**src/rtl/host_watchdog_with_boot_grace_top_defines.svh**
```systemverilog
// assertion macros for the host watchdog rtl
// used by host_watchdog_with_boot_grace_top; expects clk and arst_n in scope
`ifndef HOST_WATCHDOG_WITH_BOOT_GRACE_TOP_DEFINES_SVH
`define HOST_WATCHDOG_WITH_BOOT_GRACE_TOP_DEFINES_SVH

// property that must hold at every clock edge out of reset
`define HWDG_ASSERT(lbl, prop, msg) \
	lbl: assert property (@(posedge clk) disable iff (!arst_n) (prop)) else $error(msg);

// antecedent in one cycle implies consequent in the next
`define HWDG_ASSERT_NEXT(lbl, ante, cons, msg) \
	lbl: assert property (@(posedge clk) disable iff (!arst_n) (ante) |=> (cons)) \
		else $error(msg);

`endif

```
**src/rtl/hwdg_pkg.sv**
```systemverilog
// types and constants for the host watchdog with boot grace
// no dependencies
package hwdg_pkg;

	// request opcodes
	typedef enum logic [2:0] {
		OP_TICK     = 3'd0,
		OP_POWER_UP = 3'd1,
		OP_ARM      = 3'd2,
		OP_STOP     = 3'd3,
		OP_WRITE    = 3'd4,
		OP_READ     = 3'd5
	} op_t;

	// configuration register indexes
	localparam int CFG_IDX_BITS = 2;
	localparam logic [CFG_IDX_BITS-1:0] CFG_GRACE_FACTOR = 2'd0;
	localparam logic [CFG_IDX_BITS-1:0] CFG_GRACE_FLOOR  = 2'd1;

	localparam logic [2:0]  GRACE_FACTOR_RST = 3'd2;
	localparam logic [15:0] GRACE_FLOOR_RST  = 16'd180;

	localparam int SEQ_BITS_DEF = 8;
	localparam int SEQ_PORT_BITS = 8;

	localparam logic [23:0] CNT_MAX      = 24'hFF_FFFF;
	localparam logic [21:0] SEC_PER_MIN  = 22'd60;
	localparam logic [15:0] SCALE_LIMIT  = 16'h4000;

endpackage

```
**src/rtl/host_watchdog_with_boot_grace_top.sv**
```systemverilog
// host activity watchdog with boot grace window, top level
// depends on hwdg_pkg and host_watchdog_with_boot_grace_top_defines.svh
//
//  channel | signals                                              | direction
//  --------+------------------------------------------------------+----------
//  in      | in_valid, in_stall, op, activity_seq, write_word     | request in
//  out     | out_valid, out_stall, expired, read_word, host_spoke, armed | result out
//  cfg     | cfg_we, cfg_index, cfg_wdata                         | write only
//
// one request per cycle sustained while out_stall is low; each request goes from accept
// into the input register, then the state update lands in the result register
// reset clears watchdog state to disarmed, boot grace on, registers to their defaults
// out_stall holds the result register; the input register still takes a request while
// the result waits, and in_stall rises only when both registers are full
`include "host_watchdog_with_boot_grace_top_defines.svh"

module host_watchdog_with_boot_grace_top
	import hwdg_pkg::*;
#(
	parameter int SEQ_BITS = SEQ_BITS_DEF
) (
	input  logic                    clk,
	input  logic                    arst_n,
	// request channel
	input  logic                    in_valid,
	output logic                    in_stall,
	input  logic [2:0]              op,
	input  logic [SEQ_PORT_BITS-1:0] activity_seq,
	input  logic [15:0]             write_word,
	// result channel
	output logic                    out_valid,
	input  logic                    out_stall,
	output logic                    expired,
	output logic [15:0]             read_word,
	output logic                    host_spoke,
	output logic                    armed,
	// configuration writes
	input  logic                    cfg_we,
	input  logic [CFG_IDX_BITS-1:0] cfg_index,
	input  logic [15:0]             cfg_wdata
);

	// only the bits that exist on the port can take part in the compare
	localparam int CMP_BITS = (SEQ_BITS < SEQ_PORT_BITS) ? SEQ_BITS : SEQ_PORT_BITS;

	// input register
	logic                     valid_s1;
	op_t                      op_s1;
	logic [CMP_BITS-1:0]      seq_s1;
	logic [15:0]              word_s1;

	// result register
	logic                     out_valid_q;
	logic                     expired_q;
	logic [15:0]              read_word_q;
	logic                     host_spoke_q;
	logic                     armed_q;

	// configuration
	logic [2:0]               grace_factor_q;
	logic [15:0]              grace_floor_q;

	// watchdog state
	logic [CMP_BITS-1:0]      last_seq_q;
	logic                     in_grace_q;
	logic                     running_q;
	logic [23:0]              seconds_left_q;
	logic [15:0]              period_minutes_q;
	logic [21:0]              period_seconds_q;
	logic                     store_flag_q;

	// next state
	logic [CMP_BITS-1:0]      last_seq_d;
	logic                     in_grace_d;
	logic                     running_d;
	logic [23:0]              seconds_left_d;
	logic [15:0]              period_minutes_d;
	logic [21:0]              period_seconds_d;
	logic                     store_flag_d;
	logic                     expired_d;
	logic [15:0]              read_word_d;

	logic                     out_free;
	logic                     advance;
	logic                     in_accept;
	logic                     heard;
	logic [24:0]              grace_prod;
	logic [24:0]              grace_wide;
	logic [23:0]              grace_win;
	logic [15:0]              wr_minutes;
	logic [15:0]              rd_enc;

	// handshake: the result register frees when empty or taken this cycle
	assign out_free  = !out_valid_q || !out_stall;
	assign advance   = valid_s1 && out_free;
	assign in_stall  = valid_s1 && !out_free;
	assign in_accept = in_valid && !in_stall;

	always_ff @(posedge clk or negedge arst_n) begin
		if (!arst_n) begin
			valid_s1 <= 1'b0;
		end else if (in_accept) begin
			valid_s1 <= 1'b1;
		end else if (advance) begin
			valid_s1 <= 1'b0;
		end
	end

	always_ff @(posedge clk) begin
		if (in_accept) begin
			op_s1   <= op_t'(op);
			seq_s1  <= activity_seq[CMP_BITS-1:0];
			word_s1 <= write_word;
		end
	end

	// host activity shows up as a change of the sequence number
	assign heard = (seq_s1 != last_seq_q);

	// boot grace window: larger of period times factor and the floor, clipped to 24 bits
	assign grace_prod = 25'(period_seconds_q) * 25'(grace_factor_q);
	assign grace_wide = (grace_prod < 25'(grace_floor_q)) ? 25'(grace_floor_q) : grace_prod;
	assign grace_win  = (grace_wide > 25'(CNT_MAX)) ? CNT_MAX : grace_wide[23:0];

	// register write decode: 14-bit minutes, optional times-four scale
	assign wr_minutes = word_s1[14] ? {word_s1[13:0], 2'b00} : {2'b00, word_s1[13:0]};

	// register read encode: large values go back out in 4-minute units
	always_comb begin
		rd_enc = period_minutes_q;
		if (period_minutes_q >= SCALE_LIMIT) begin
			rd_enc = (period_minutes_q >> 2) | SCALE_LIMIT;
		end
	end

	always_comb begin
		last_seq_d       = last_seq_q;
		in_grace_d       = in_grace_q;
		running_d        = running_q;
		seconds_left_d   = seconds_left_q;
		period_minutes_d = period_minutes_q;
		period_seconds_d = period_seconds_q;
		store_flag_d     = store_flag_q;
		expired_d        = 1'b0;
		read_word_d      = 16'd0;
		case (op_s1)
			OP_TICK: begin
				// idle ticks do not sample activity
				if (running_q) begin
					if (heard) begin
						last_seq_d     = seq_s1;
						in_grace_d     = 1'b0;
						seconds_left_d = 24'(period_seconds_q);
					end else if (seconds_left_q != 24'd0) begin
						// count parks at zero after the expiry tick
						seconds_left_d = seconds_left_q - 24'd1;
						expired_d      = (seconds_left_q == 24'd1);
					end
				end
			end
			OP_POWER_UP: begin
				in_grace_d = 1'b1;
				last_seq_d = seq_s1;
			end
			OP_ARM: begin
				if (heard) begin
					last_seq_d = seq_s1;
					in_grace_d = 1'b0;
				end
				if (period_seconds_q == 22'd0) begin
					// zero period disarms
					seconds_left_d = 24'd0;
					running_d      = 1'b0;
				end else begin
					seconds_left_d = (in_grace_q && !heard) ? grace_win
						: 24'(period_seconds_q);
					running_d      = 1'b1;
				end
			end
			OP_STOP: begin
				seconds_left_d = 24'd0;
				running_d      = 1'b0;
			end
			OP_WRITE: begin
				// takes effect at once, leaves the running count alone
				period_minutes_d = wr_minutes;
				period_seconds_d = 22'(wr_minutes) * SEC_PER_MIN;
				store_flag_d     = word_s1[15];
			end
			OP_READ: begin
				read_word_d = {store_flag_q, rd_enc[14:0]};
			end
			default: begin
				// unused opcodes only report status
			end
		endcase
	end

	always_ff @(posedge clk or negedge arst_n) begin
		if (!arst_n) begin
			last_seq_q       <= '0;
			in_grace_q       <= 1'b1;
			running_q        <= 1'b0;
			seconds_left_q   <= 24'd0;
			period_minutes_q <= 16'd0;
			period_seconds_q <= 22'd0;
			store_flag_q     <= 1'b0;
		end else if (advance) begin
			last_seq_q       <= last_seq_d;
			in_grace_q       <= in_grace_d;
			running_q        <= running_d;
			seconds_left_q   <= seconds_left_d;
			period_minutes_q <= period_minutes_d;
			period_seconds_q <= period_seconds_d;
			store_flag_q     <= store_flag_d;
		end
	end

	always_ff @(posedge clk or negedge arst_n) begin
		if (!arst_n) begin
			grace_factor_q <= GRACE_FACTOR_RST;
			grace_floor_q  <= GRACE_FLOOR_RST;
		end else if (cfg_we) begin
			if (cfg_index == CFG_GRACE_FACTOR) begin
				grace_factor_q <= cfg_wdata[2:0];
			end
			if (cfg_index == CFG_GRACE_FLOOR) begin
				grace_floor_q <= cfg_wdata;
			end
		end
	end

	// result register
	always_ff @(posedge clk or negedge arst_n) begin
		if (!arst_n) begin
			out_valid_q <= 1'b0;
		end else if (out_free) begin
			out_valid_q <= valid_s1;
		end
	end

	always_ff @(posedge clk) begin
		if (advance) begin
			expired_q    <= expired_d;
			read_word_q  <= read_word_d;
			host_spoke_q <= !in_grace_d;
			armed_q      <= running_d;
		end
	end

	assign out_valid  = out_valid_q;
	assign expired    = expired_q;
	assign read_word  = read_word_q;
	assign host_spoke = host_spoke_q;
	assign armed      = armed_q;

	// an expiry only comes from a running timer, which keeps running
	`HWDG_ASSERT(a_expired_armed, !(out_valid_q && expired_q) || armed_q, "expiry while disarmed")
	// a stopped timer holds no count
	`HWDG_ASSERT(a_idle_count, running_q || (seconds_left_q == 24'd0), "count left while stopped")
	// an empty input register never stalls the request side
	`HWDG_ASSERT(a_stall_empty, valid_s1 || !in_stall, "stall with empty input register")
	// a result waiting on a stall stays valid
	`HWDG_ASSERT_NEXT(a_hold_result, out_valid_q && out_stall, out_valid_q,
		"stalled result dropped")

endmodule
```
**config.mk**
```make
export PLATFORM = sky130hd
export DESIGN_NAME = host_watchdog_with_boot_grace_top
export DESIGN_NICKNAME = d
export VERILOG_FILES = /design/src/rtl/hwdg_pkg.sv /design/src/rtl/host_watchdog_with_boot_grace_top.sv
export VERILOG_INCLUDE_DIRS = /design/src /design/src/rtl
export SDC_FILE = /design/constraint.sdc
export NUM_CORES = 1
export LEC_CHECK = 0
export BUFFER_PORTS_ARGS = -buffer_cell sky130_fd_sc_hd__buf_2
export CAP_MARGIN = 30
export CORE_UTILIZATION = 60
export DETAILED_ROUTE_END_ITERATION = 6
export PLACE_DENSITY = 0.9
export SETUP_SLACK_MARGIN = 0.05
export SLEW_MARGIN = 10
export SYNTH_ARGS = -nofsm -noshare
export SYNTH_HDL_FRONTEND = slang
export SYNTH_SLANG_ARGS = --single-unit
```
**constraint.sdc**
```tcl
create_clock -name clk -period 10.2 [get_ports clk]
set_input_delay 1.02 -clock clk [delete_from_list [all_inputs] [get_ports clk]]
set_output_delay 1.02 -clock clk [all_outputs]
set_load 0.01 [all_outputs]
```
Word level (Yosys, flattened, before mapping)
Index checks and enable logic that the tools add are counted.

Bits in registers: 138. Latch bits: 0. RAM bits: 0. Memory bits (read-only): 0. Input bits: 50. Output and inout bits: 21. Word-level logic and storage cells: 81. Memories: 0.

Add/subtract/negate cells: 1. Multiply operators: 2. Divide/modulo/power cells: 0. $lt $le $gt $ge: 3. Equality and inequality tests: 10. Shift-type cells: 0. Mux-type cells: 20. Bitwise gates (word level): 3. Reduce and logical (&&, ||, !) cells: 24.

Operator list (number): $mux W24 (6); $pmux W24 S3 (1); $gt A25 B24 Y1 const B (1); $lt A25 B16 Y1 (1); $mux W25 (1); $eq A24 B1 Y1 const B (1); $pmux W8 S3 (1); $reduce_bool A24 Y1 (1); $sub A24 B1 Y24 const B (1); $mul A20 B3 Y23 (1); $logic_not A22 Y1 (1); $mul A16 B4 Y20 const B (1); $ge A16 B15 Y1 const B (1); $mux W16 (1); $mux W8 (2); $mux W15 (1); $ne A8 B8 Y1 (1); $eq A3 B2 Y1 const B (2); $eq A3 B3 Y1 const B (2); $logic_not A1 Y1 (6); $reduce_and A2 Y1 (3); $reduce_bool A3 Y1 (2); $mux W1 (5); $logic_and A1 B1 Y1 (4); 14 further kinds (16).

Longest topological paths before layout
Gate-level depths: netlist of the first run.

Depth in word-level cells: 8. Mapped depth: 22. Depth with buffers taken out: 20.

Least setup slack after synthesis of the first run
Ideal clock, no wire load.

Path kind: flip-flop to flip-flop. From: register grace_factor_q[1]. To: register seconds_left_q[15]. Setup time: 0.077 ns. Data arrival time: 5.114 ns. Data required time: 10.123 ns. Slack: 5.009 ns. Stages on the path, launching flop included: 22. Buffers on the path: 2. Period minus slack after synthesis: 5.191 ns. Cells stage by stage: dfstp_2 clkbuf_1 nand2_1 fa_1 inv_1 ha_1 a211oi_2 o211ai_2 and3_1 o31a_1 or4b_1 nand3_1 ha_1 nand4_1 nor2_1 a2111oi_0 o21ai_0 nand4b_1 nor4_4 buf_4 mux2_1 a21oi_1.

Longest elaborated chain between the ends: 8.

RTL lines: from (decl) (RTL line host_watchdog_with_boot_grace_top.sv:60) `logic [2:0] grace_factor_q;`; from (signal assigned) (RTL line host_watchdog_with_boot_grace_top.sv:225) `grace_factor_q <= cfg_wdata[2:0];`; $mul A20 B3 Y23 (*) (RTL line host_watchdog_with_boot_grace_top.sv:121) `assign grace_prod = 25'(period_seconds_q) * 25'(grace_factor_q);`; $lt A25 B16 Y1 (RTL line host_watchdog_with_boot_grace_top.sv:122) `assign grace_wide = (grace_prod < 25'(grace_floor_q)) ? 25'(grace_floor_q) : grace_prod;`; $mux W25 (*) (RTL line host_watchdog_with_boot_grace_top.sv:122); $gt A25 B24 Y1 (RTL line host_watchdog_with_boot_grace_top.sv:123) `assign grace_win = (grace_wide > 25'(CNT_MAX)) ? CNT_MAX : grace_wide[23:0];`; $mux W24 (*) (RTL line host_watchdog_with_boot_grace_top.sv:123); $mux W24 (*) (RTL line host_watchdog_with_boot_grace_top.sv:175) `seconds_left_d = (in_grace_q && !heard) ? grace_win`; $mux W24 (*) (RTL line host_watchdog_with_boot_grace_top.sv:170) `if (period_seconds_q == 22'd0) begin`; $pmux W24 S3 (*) (RTL line host_watchdog_with_boot_grace_top.sv:146) `case (op_s1)`; to (signal assigned) (RTL line host_watchdog_with_boot_grace_top.sv:212) `seconds_left_q <= seconds_left_d;`; to (decl) (RTL line host_watchdog_with_boot_grace_top.sv:67) `logic [23:0] seconds_left_q;`.

Mark *: on every way between the ends. The rest lies on a longest branch, timed or not. A chain may end at the register's enable or synchronous reset.

Worst setup path after layout of the first run
From: register grace_factor_q[2]. To: register seconds_left_q[14].

Same word-level chain as after synthesis.

==> flow_metrics.env, run 1 <==
export IMPL_cts_buffers=17
export IMPL_netlist_area_um2=10200
export IMPL_synth_edf_count=46
export IMPL_io_pins=71
export IMPL_rows=47
export IMPL_cts_sinks=137
export IMPL_drc=4
export IMPL_postCtsSetupRepairBufs=0
export IMPL_first_global_vias=8219
export IMPL_seq_area_frac_synth=0.360
export IMPL_setup_ws_ps=4390
export IMPL_clkPwrFrac=0.195
export IMPL_via_count=8321
export IMPL_crit_type="reg -> reg"
export IMPL_slew_violations=0
export IMPL_clock_skew_ps=10.3
export IMPL_antennaDiodeCount=0
export IMPL_dr_first_iter_drc_count=944
export IMPL_comb_power_share=0.504
export IMPL_numPortBuffers=70
export IMPL_synth_warnings=0
export IMPL_p_int_mw=1.67
export IMPL_slew_headroom=0.410
export IMPL_grt_pass1_wl_mm=41.5
export IMPL_firstDrtPassIters=7
export IMPL_gp_congestion=0.933
export IMPL_rsz0062_at_grt="no"
export IMPL_crit_fanout=21
export IMPL_grt_remaining_overflow=0
export IMPL_fp_dieArea_um2=17500
export IMPL_switching_power_mw=1.39
export IMPL_synth_seq_cells=137
export IMPL_synth_ff_type="dfrtp_1"
export IMPL_dp_hpwl_mm=17.9
export IMPL_htree_levels=4
export IMPL_hold_class="reg -> reg"
export IMPL_violations="DRC"
export IMPL_cp_start_kind="flop"
export IMPL_finalCriticalPeriod_ps=5810
export IMPL_path_clk_slew_ps=70
export IMPL_drv_cap=0
export IMPL_leakage_nw=5.09
export IMPL_clock_path_buffers=2
export IMPL_status="finished with violations"
export IMPL_cts_root_buf="clkbuf_16"
export IMPL_synth_cell_types=77
export IMPL_hold_violations=0
export IMPL_cts_hold_buf=0
export IMPL_tightest_slew_ps=884
export IMPL_syn_nets=1233
export IMPL_dpl_worst_slack_ps=4510
export IMPL_worstHoldPathCells=1
export IMPL_antenna_left=0
export IMPL_fin_crit_sh=0.570
export IMPL_via_per_inst=6.11
export IMPL_final_common_cell="nand2_1"
export IMPL_grt_start_max_net_pins=48
export IMPL_start_util=0.614
export IMPL_grtUsageTotal=0.305
export IMPL_cts_tree="built"
export IMPL_required_ps=10550
export IMPL_critPathArrivalTime_ps=6160
export IMPL_syn_inst=1074
export IMPL_die_h_um=132
export IMPL_clkLatencyLatePin_ps=440
export IMPL_cts_repair_resized=0
export IMPL_fmax_mhz=172
export IMPL_pwr_density_cell_nw_per_um2=272
export IMPL_fillCellCount=1209
export IMPL_nets=1287
export IMPL_antenna_found_initial=0
export IMPL_layout_common_cells="156 x nand2_1, 98 x inv_1, 85 x dfrtp_1"
export IMPL_dieWidth_um=132
export IMPL_drive_gt1_frac=0.152
export IMPL_synthArstFlopShare=0.664
export IMPL_finalWirelength_mm=25.3
export IMPL_r2r_cells=20
export IMPL_finish_utilization=0.679
export IMPL_finalSetupViolCount=0
export IMPL_seqPwrFrac=0.302
export IMPL_core_area_um2=16600
export IMPL_swShare=0.455
export IMPL_syn_avg_cell_area_um2=9.48
export IMPL_synthToLayoutAreaGrowth_pct=10.6
export IMPL_ir_drop_uv=168
export IMPL_wl_per_cell_um=18.6
export IMPL_end_kind="flop"
export IMPL_tns_ps=0
logic make-up after synthesis:
group / count (synthesis) / synth area share
buffers and inverters: 140 / 0.0542
flip-flops: 137 / 0.360
adder cells (fa/ha/maj): 109 / 0.169
AO/OA/AOI/OAI: 237 / 0.148
XOR/XNOR: 51 / 0.0439
multiplexers: 64 / 0.0689
AND/OR/NAND/NOR: 336 / 0.155
sequential cells by signal, summed over array words and instances, names as in the netlist, 3 cells and up:
| name | cells |
|---|---|
| op_s1 | 3 |
| read_word | 16 |
| seconds_left_q | 24 |
| last_seq_q | 8 |
| grace_floor_q | 16 |
| seq_s1 | 8 |
| grace_factor_q | 3 |
| word_s1 | 16 |
| period_minutes_q | 16 |
| period_seconds_q | 19 |
synthesized netlist by cell type, drive strengths merged (16+ instances only):
master,instances,area share
nand2,156,0.058
mux2,49,0.054
dfrtp,85,0.21
fa,48,0.094
a21o,17,0.013
nor2,58,0.021
ha,61,0.075
nor3,19,0.0098
nand3,20,0.010
xor2,16,0.014
inv,98,0.036
xnor2,35,0.030
clkbuf,27,0.010
o21ai,75,0.038
edfxtp,46,0.14
a21oi,73,0.038
critical path, cell delays in order (launching register included):
cell       delay (ps)
dfrtp_1           720
nand2_1           160
fa_1              620
inv_1              60
ha_1              310
a211oi_2          280
o211ai_2          150
and3_1            210
o31a_1            260
or4b_1            480
nand3_1           110
ha_1              250
nand4_1           120
nor2_1             70
a2111oi_0         430
o21ai_0           180
nand4b_1          250
nor4_4            170
buf_4             340
mux2_1            380
a21oi_1           190
stage by stage:
stage / std cells / hold WS [ps] / cell area, µm² / power [mW]
floorplan: 1074 / 450 / 10200 / 2.00
global placement: 1326 / 461 / 10700 / 2.34
detailed placement: 1328 / 479 / 10700 / 2.40
CTS: 1360 / 494 / 11300 / 3.03
global route: 1361 / 506 / 11300 / 3.26
finish: 1361 / 486 / 11300 / 3.06
area by class of cell:
cell class / instances / area, µm² / area share
repair buffers: 77 / 430 / 0.0382
multi-input cells: 797 / 5960 / 0.530
clock inverters: 14 / 129 / 0.0114
clock buffers: 18 / 429 / 0.0381
flip-flops and latches: 137 / 3670 / 0.326
inverters: 98 / 368 / 0.0327
well taps: 220 / 275 / 0.0244
routing by layer:
layer / vias up / global-route usage / part of all wire
met5: - / 0 / 0
met4: 0 / 0.202 / 0.070
met3: 141 / 0.0777 / 0.081
met2: 453 / 0.494 / 0.47
met1: 3882 / 0.362 / 0.38
li1: 3845 / - / -
power by group through the flow:
stage | clock network [mW] | registers [mW] | logic (mW)
after global routing | 0.618 | 0.934 | 1.71
final | 0.596 | 0.924 | 1.54
after global placement | 0 | 0.904 | 1.43
after floorplan | 0 | 0.827 | 1.18
after detailed placement | 0 | 0.912 | 1.49
after CTS | 0.598 | 0.909 | 1.52
final timing paths:
kind                                    from  slack, ps                    to
min in group asynchronous             arst_n        600      grace_floor_q[8]
hold reg to reg                  word_s1[15]        490          store_flag_q
setup / recovery           grace_factor_q[2]       4390    seconds_left_q[14]
hold / removal                   word_s1[15]        490          store_flag_q
max in group asynchronous             arst_n       8570  period_seconds_q[10]
setup reg to reg           grace_factor_q[2]       4390    seconds_left_q[14]
(Power assumes the default switching activity.)
==> run 2: changes to the inputs <==
ABC_AREA = 1   (was default)
CORE_UTILIZATION = 56   (was 60)
PLACE_DENSITY = 0.88   (was 0.9)
clock period = 4.85 ns   (was 10.2 ns; I/O delays follow)
==> run 2 against run 1 <==
The flow now finishes without violations. Clock power grew 100%. Power is 110% higher. Synthesized cell count increased by 35%. Critical path type unchanged.
==> flow_metrics.env, run 2 <==
export IMPL_hold_class="in -> async"
export IMPL_synthToLayoutAreaGrowth_pct=11.5
export IMPL_synth_edf_count=46
export IMPL_switching_power_mw=3.13
export IMPL_start_util=0.578
export IMPL_layout_common_cells="352 x nand2_1, 223 x inv_1, 146 x nor2_1"
export IMPL_finalWirelength_mm=30.2
export IMPL_largest_reg_flops=24
export IMPL_finish_utilization=0.645
export IMPL_cts_root_buf="clkbuf_16"
export IMPL_reg_top3="seconds_left_q x24, period_seconds_q x19"
export IMPL_ir_drop_uv=292
export IMPL_htree_levels=4
export IMPL_cp_start_kind="flop"
export IMPL_swShare=0.478
export IMPL_tightest_slew_ps=897
export IMPL_cts_sinks=137
export IMPL_path_clk_slew_ps=70
export IMPL_numPortBuffers=70
export IMPL_fin_crit_sh=0.914
export IMPL_finalSetupViolCount=0
export IMPL_rsz0062_at_grt="no"
export IMPL_tns_ps=0
export IMPL_slew_violations=0
export IMPL_grtUsageMet2=0.512
export IMPL_setup_ws_ps=417
export IMPL_syn_nets=1610
export IMPL_cts_tree="built"
export IMPL_syn_inst=1451
export IMPL_r2r_slack_ps=420
export IMPL_synth_top_cells_by_count="352 x nand2_1, 223 x inv_1, 146 x nor2_1, 104 x o21ai_0, 96 x a21oi_1"
export IMPL_cts_buffers=17
export IMPL_antennaDiodeCount=0
export IMPL_synthArstFlopShare=0.664
export IMPL_fmax_mhz=226
export IMPL_slowest_delay_ps=640
export IMPL_grtUsageTotal=0.316
export IMPL_crit_fanout=9
export IMPL_r2r_cells=23
export IMPL_synth_largest_area_cell="dfrtp_1"
export IMPL_hold_violations=0
export IMPL_slew_headroom=0.402
export IMPL_grt_pass1_wl_mm=48.5
export IMPL_clkLatencyLatePin_ps=430
export IMPL_wl_per_cell_um=16.8
export IMPL_r2r_start="grace_factor_q[1]"
export IMPL_instances_no_fill=1800
export IMPL_p_int_mw=3.41
export IMPL_finalCriticalPeriod_ps=4430
export IMPL_cts_hold_buf=0
export IMPL_synth_seq_cells=137
export IMPL_met1_usage=0.408
export IMPL_netlist_area_um2=10900
export IMPL_cpMaxStageDelayCell="dfstp_2"
export IMPL_clkPwrFrac=0.184
export IMPL_io_pins=71
export IMPL_required_ps=5210
export IMPL_postCtsSetupRepairBufs=0
export IMPL_placed_cells=1764
export IMPL_die_h_um=142
export IMPL_dp_hpwl_mm=23.1
export IMPL_pwr_density_cell_nw_per_um2=537
export IMPL_cp_endpoint="seconds_left_q[0]"
export IMPL_nets=1686
export IMPL_critPathArrivalTime_ps=4790
export IMPL_dr_first_iter_drc_count=995
export IMPL_synth_cell_types=42
export IMPL_cp_num_buf_inv=4
export IMPL_via_per_inst=5.56
export IMPL_worstReg2RegEnd="seconds_left_q[0]"
export IMPL_antenna_left=0
export IMPL_status="finished clean"
export IMPL_synth_top_area_share=0.195
export IMPL_dieWidth_um=142
export IMPL_fillCellCount=1620
export IMPL_dpl_worst_slack_ps=479
export IMPL_leakage_nw=6.10
export IMPL_crit_family="adder cells"
export IMPL_synth_warnings=0
export IMPL_grt_start_max_net_pins=53
export IMPL_crit_type="reg -> reg"
export IMPL_rows=50
export IMPL_ys_top_cells_by_area="dfrtp_1 19%, edfxtp_1 13%, nand2_1 12%, fa_1 8.8%, inv_1 7.7%"
export IMPL_grt_remaining_overflow=0
export IMPL_final_common_cell="nand2_1"
export IMPL_busiest_layer="met2"
export IMPL_crit_start="grace_factor_q[1]"
export IMPL_multi_input_area_um2=6220
export IMPL_synth_ff_type="dfrtp_1"
export IMPL_gp_congestion=0.979
export IMPL_drive_gt1_frac=0.129
export IMPL_drv_cap=0
export IMPL_antenna_found_initial=0
export IMPL_crit_cells=23
export IMPL_comb_power_share=0.513
export IMPL_drc=0
export IMPL_clock_skew_ps=18.6
export IMPL_total_power_mw=6.54
export IMPL_syn_avg_cell_area_um2=7.53
export IMPL_firstDrtPassIters=5
export IMPL_via_count=10000
export IMPL_gr_usage_met3=0.0601
export IMPL_ff_latch_area_um2=3670
export IMPL_seqPwrFrac=0.303
export IMPL_cp_common_cell="nand2_1"
export IMPL_seq_area_frac_synth=0.336
export IMPL_crit_chain="nand2_1 > fa_1 > inv_1 > ha_1 > inv_1 > fa_1 > inv_1 > nand2_1 > nand3_2 > xor2_1 > ha_1 > a21oi_1 > nor2_1 > nor3_1 > nand2_1 > nand2_1 > nand3_1 > nor3_4 > nand3_4 > buf_4 > o21ai_1 > nand2_1 > a21oi_1"
export IMPL_first_global_vias=9571
export IMPL_fp_dieArea_um2=20100
export IMPL_core_area_um2=18900
export IMPL_clock_path_buffers=2
export IMPL_end_kind="flop"
export IMPL_top_register="seconds_left_q"
export IMPL_synth_most_common_cell="nand2_1"
## run 2: repair_timing
action,CTS,global route
hold endpoints to repair,0,0
gates resized for setup,0,3
setup endpoints to repair,0,3
## run 2: worst reg2reg max path, stage by stage, from the launching register on
cell and delay (ps):
dfstp_2 640, nand2_1 110, fa_1 450, inv_1 70, ha_1 170, inv_1 60
fa_1 400, inv_1 110, nand2_1 70, nand3_2 90, xor2_1 350, ha_1 340
a21oi_1 140, nor2_1 50, nor3_1 190, nand2_1 90, nand2_1 70, nand3_1 110
nor3_4 170, nand3_4 140, buf_4 190, o21ai_1 150, nand2_1 80, a21oi_1 140
## run 2: area by class of cell
cell class                      count  area share
Inverter                          234      0.0721
Timing Repair Buffer               95      0.0454
Tap cell                          260      0.0267
Clock buffer                       20      0.0358
Clock inverter                     12     0.00791
Multi-Input combinational cell   1042       0.511
Sequential cell                   137       0.301
## run 2: cells by family after synthesis
group | share of synthesized area
flip-flops | 0.336
XOR/XNOR | 0.0329
multiplexers | 0.00619
AND/OR/NAND/NOR | 0.251
buffers and inverters | 0.0959
AO/OA/AOI/OAI | 0.121
adder cells (fa/ha/maj) | 0.158
## run 2: layer usage
| layer | wire (µm) | up-vias |
|---|---|---|
| met5 | 0 | - |
| met4 | 1230 | 0 |
| met3 | 2400 | 94 |
| met2 | 14400 | 444 |
| met1 | 12100 | 4679 |
| li1 | - | 4790 |
## run 2: worst min-delay path by stage
stage                      startpoint                end  slack, ps  depth (start not counted)
after floorplan                arst_n  grace_factor_q[0]        190                          0
after global placement    word_s1[15]       store_flag_q        440                          2
final                          arst_n  seconds_left_q[1]         50                          1
after global routing           arst_n  seconds_left_q[1]         90                          1
after detailed placement  word_s1[15]       store_flag_q        460                          2
after CTS                      arst_n  seconds_left_q[0]         50                          1
## run 2: per-stage QoR
stage,hold slack [ps],instance area [µm²]
final,48.5,12200
after global routing,91.2,12200
after CTS,52.8,12100
after detailed placement,459,11600
after global placement,443,11600
after floorplan,189,10900
## run 2: power groups by stage
stage,Clock [mW],Combinational (mW),Sequential [mW]
finish,1.20,3.36,1.98
global route,1.25,3.77,2.00
CTS,1.21,3.28,1.95
floorplan,0,2.44,1.78
global placement,0,3.15,1.95
detailed placement,0,3.23,1.97
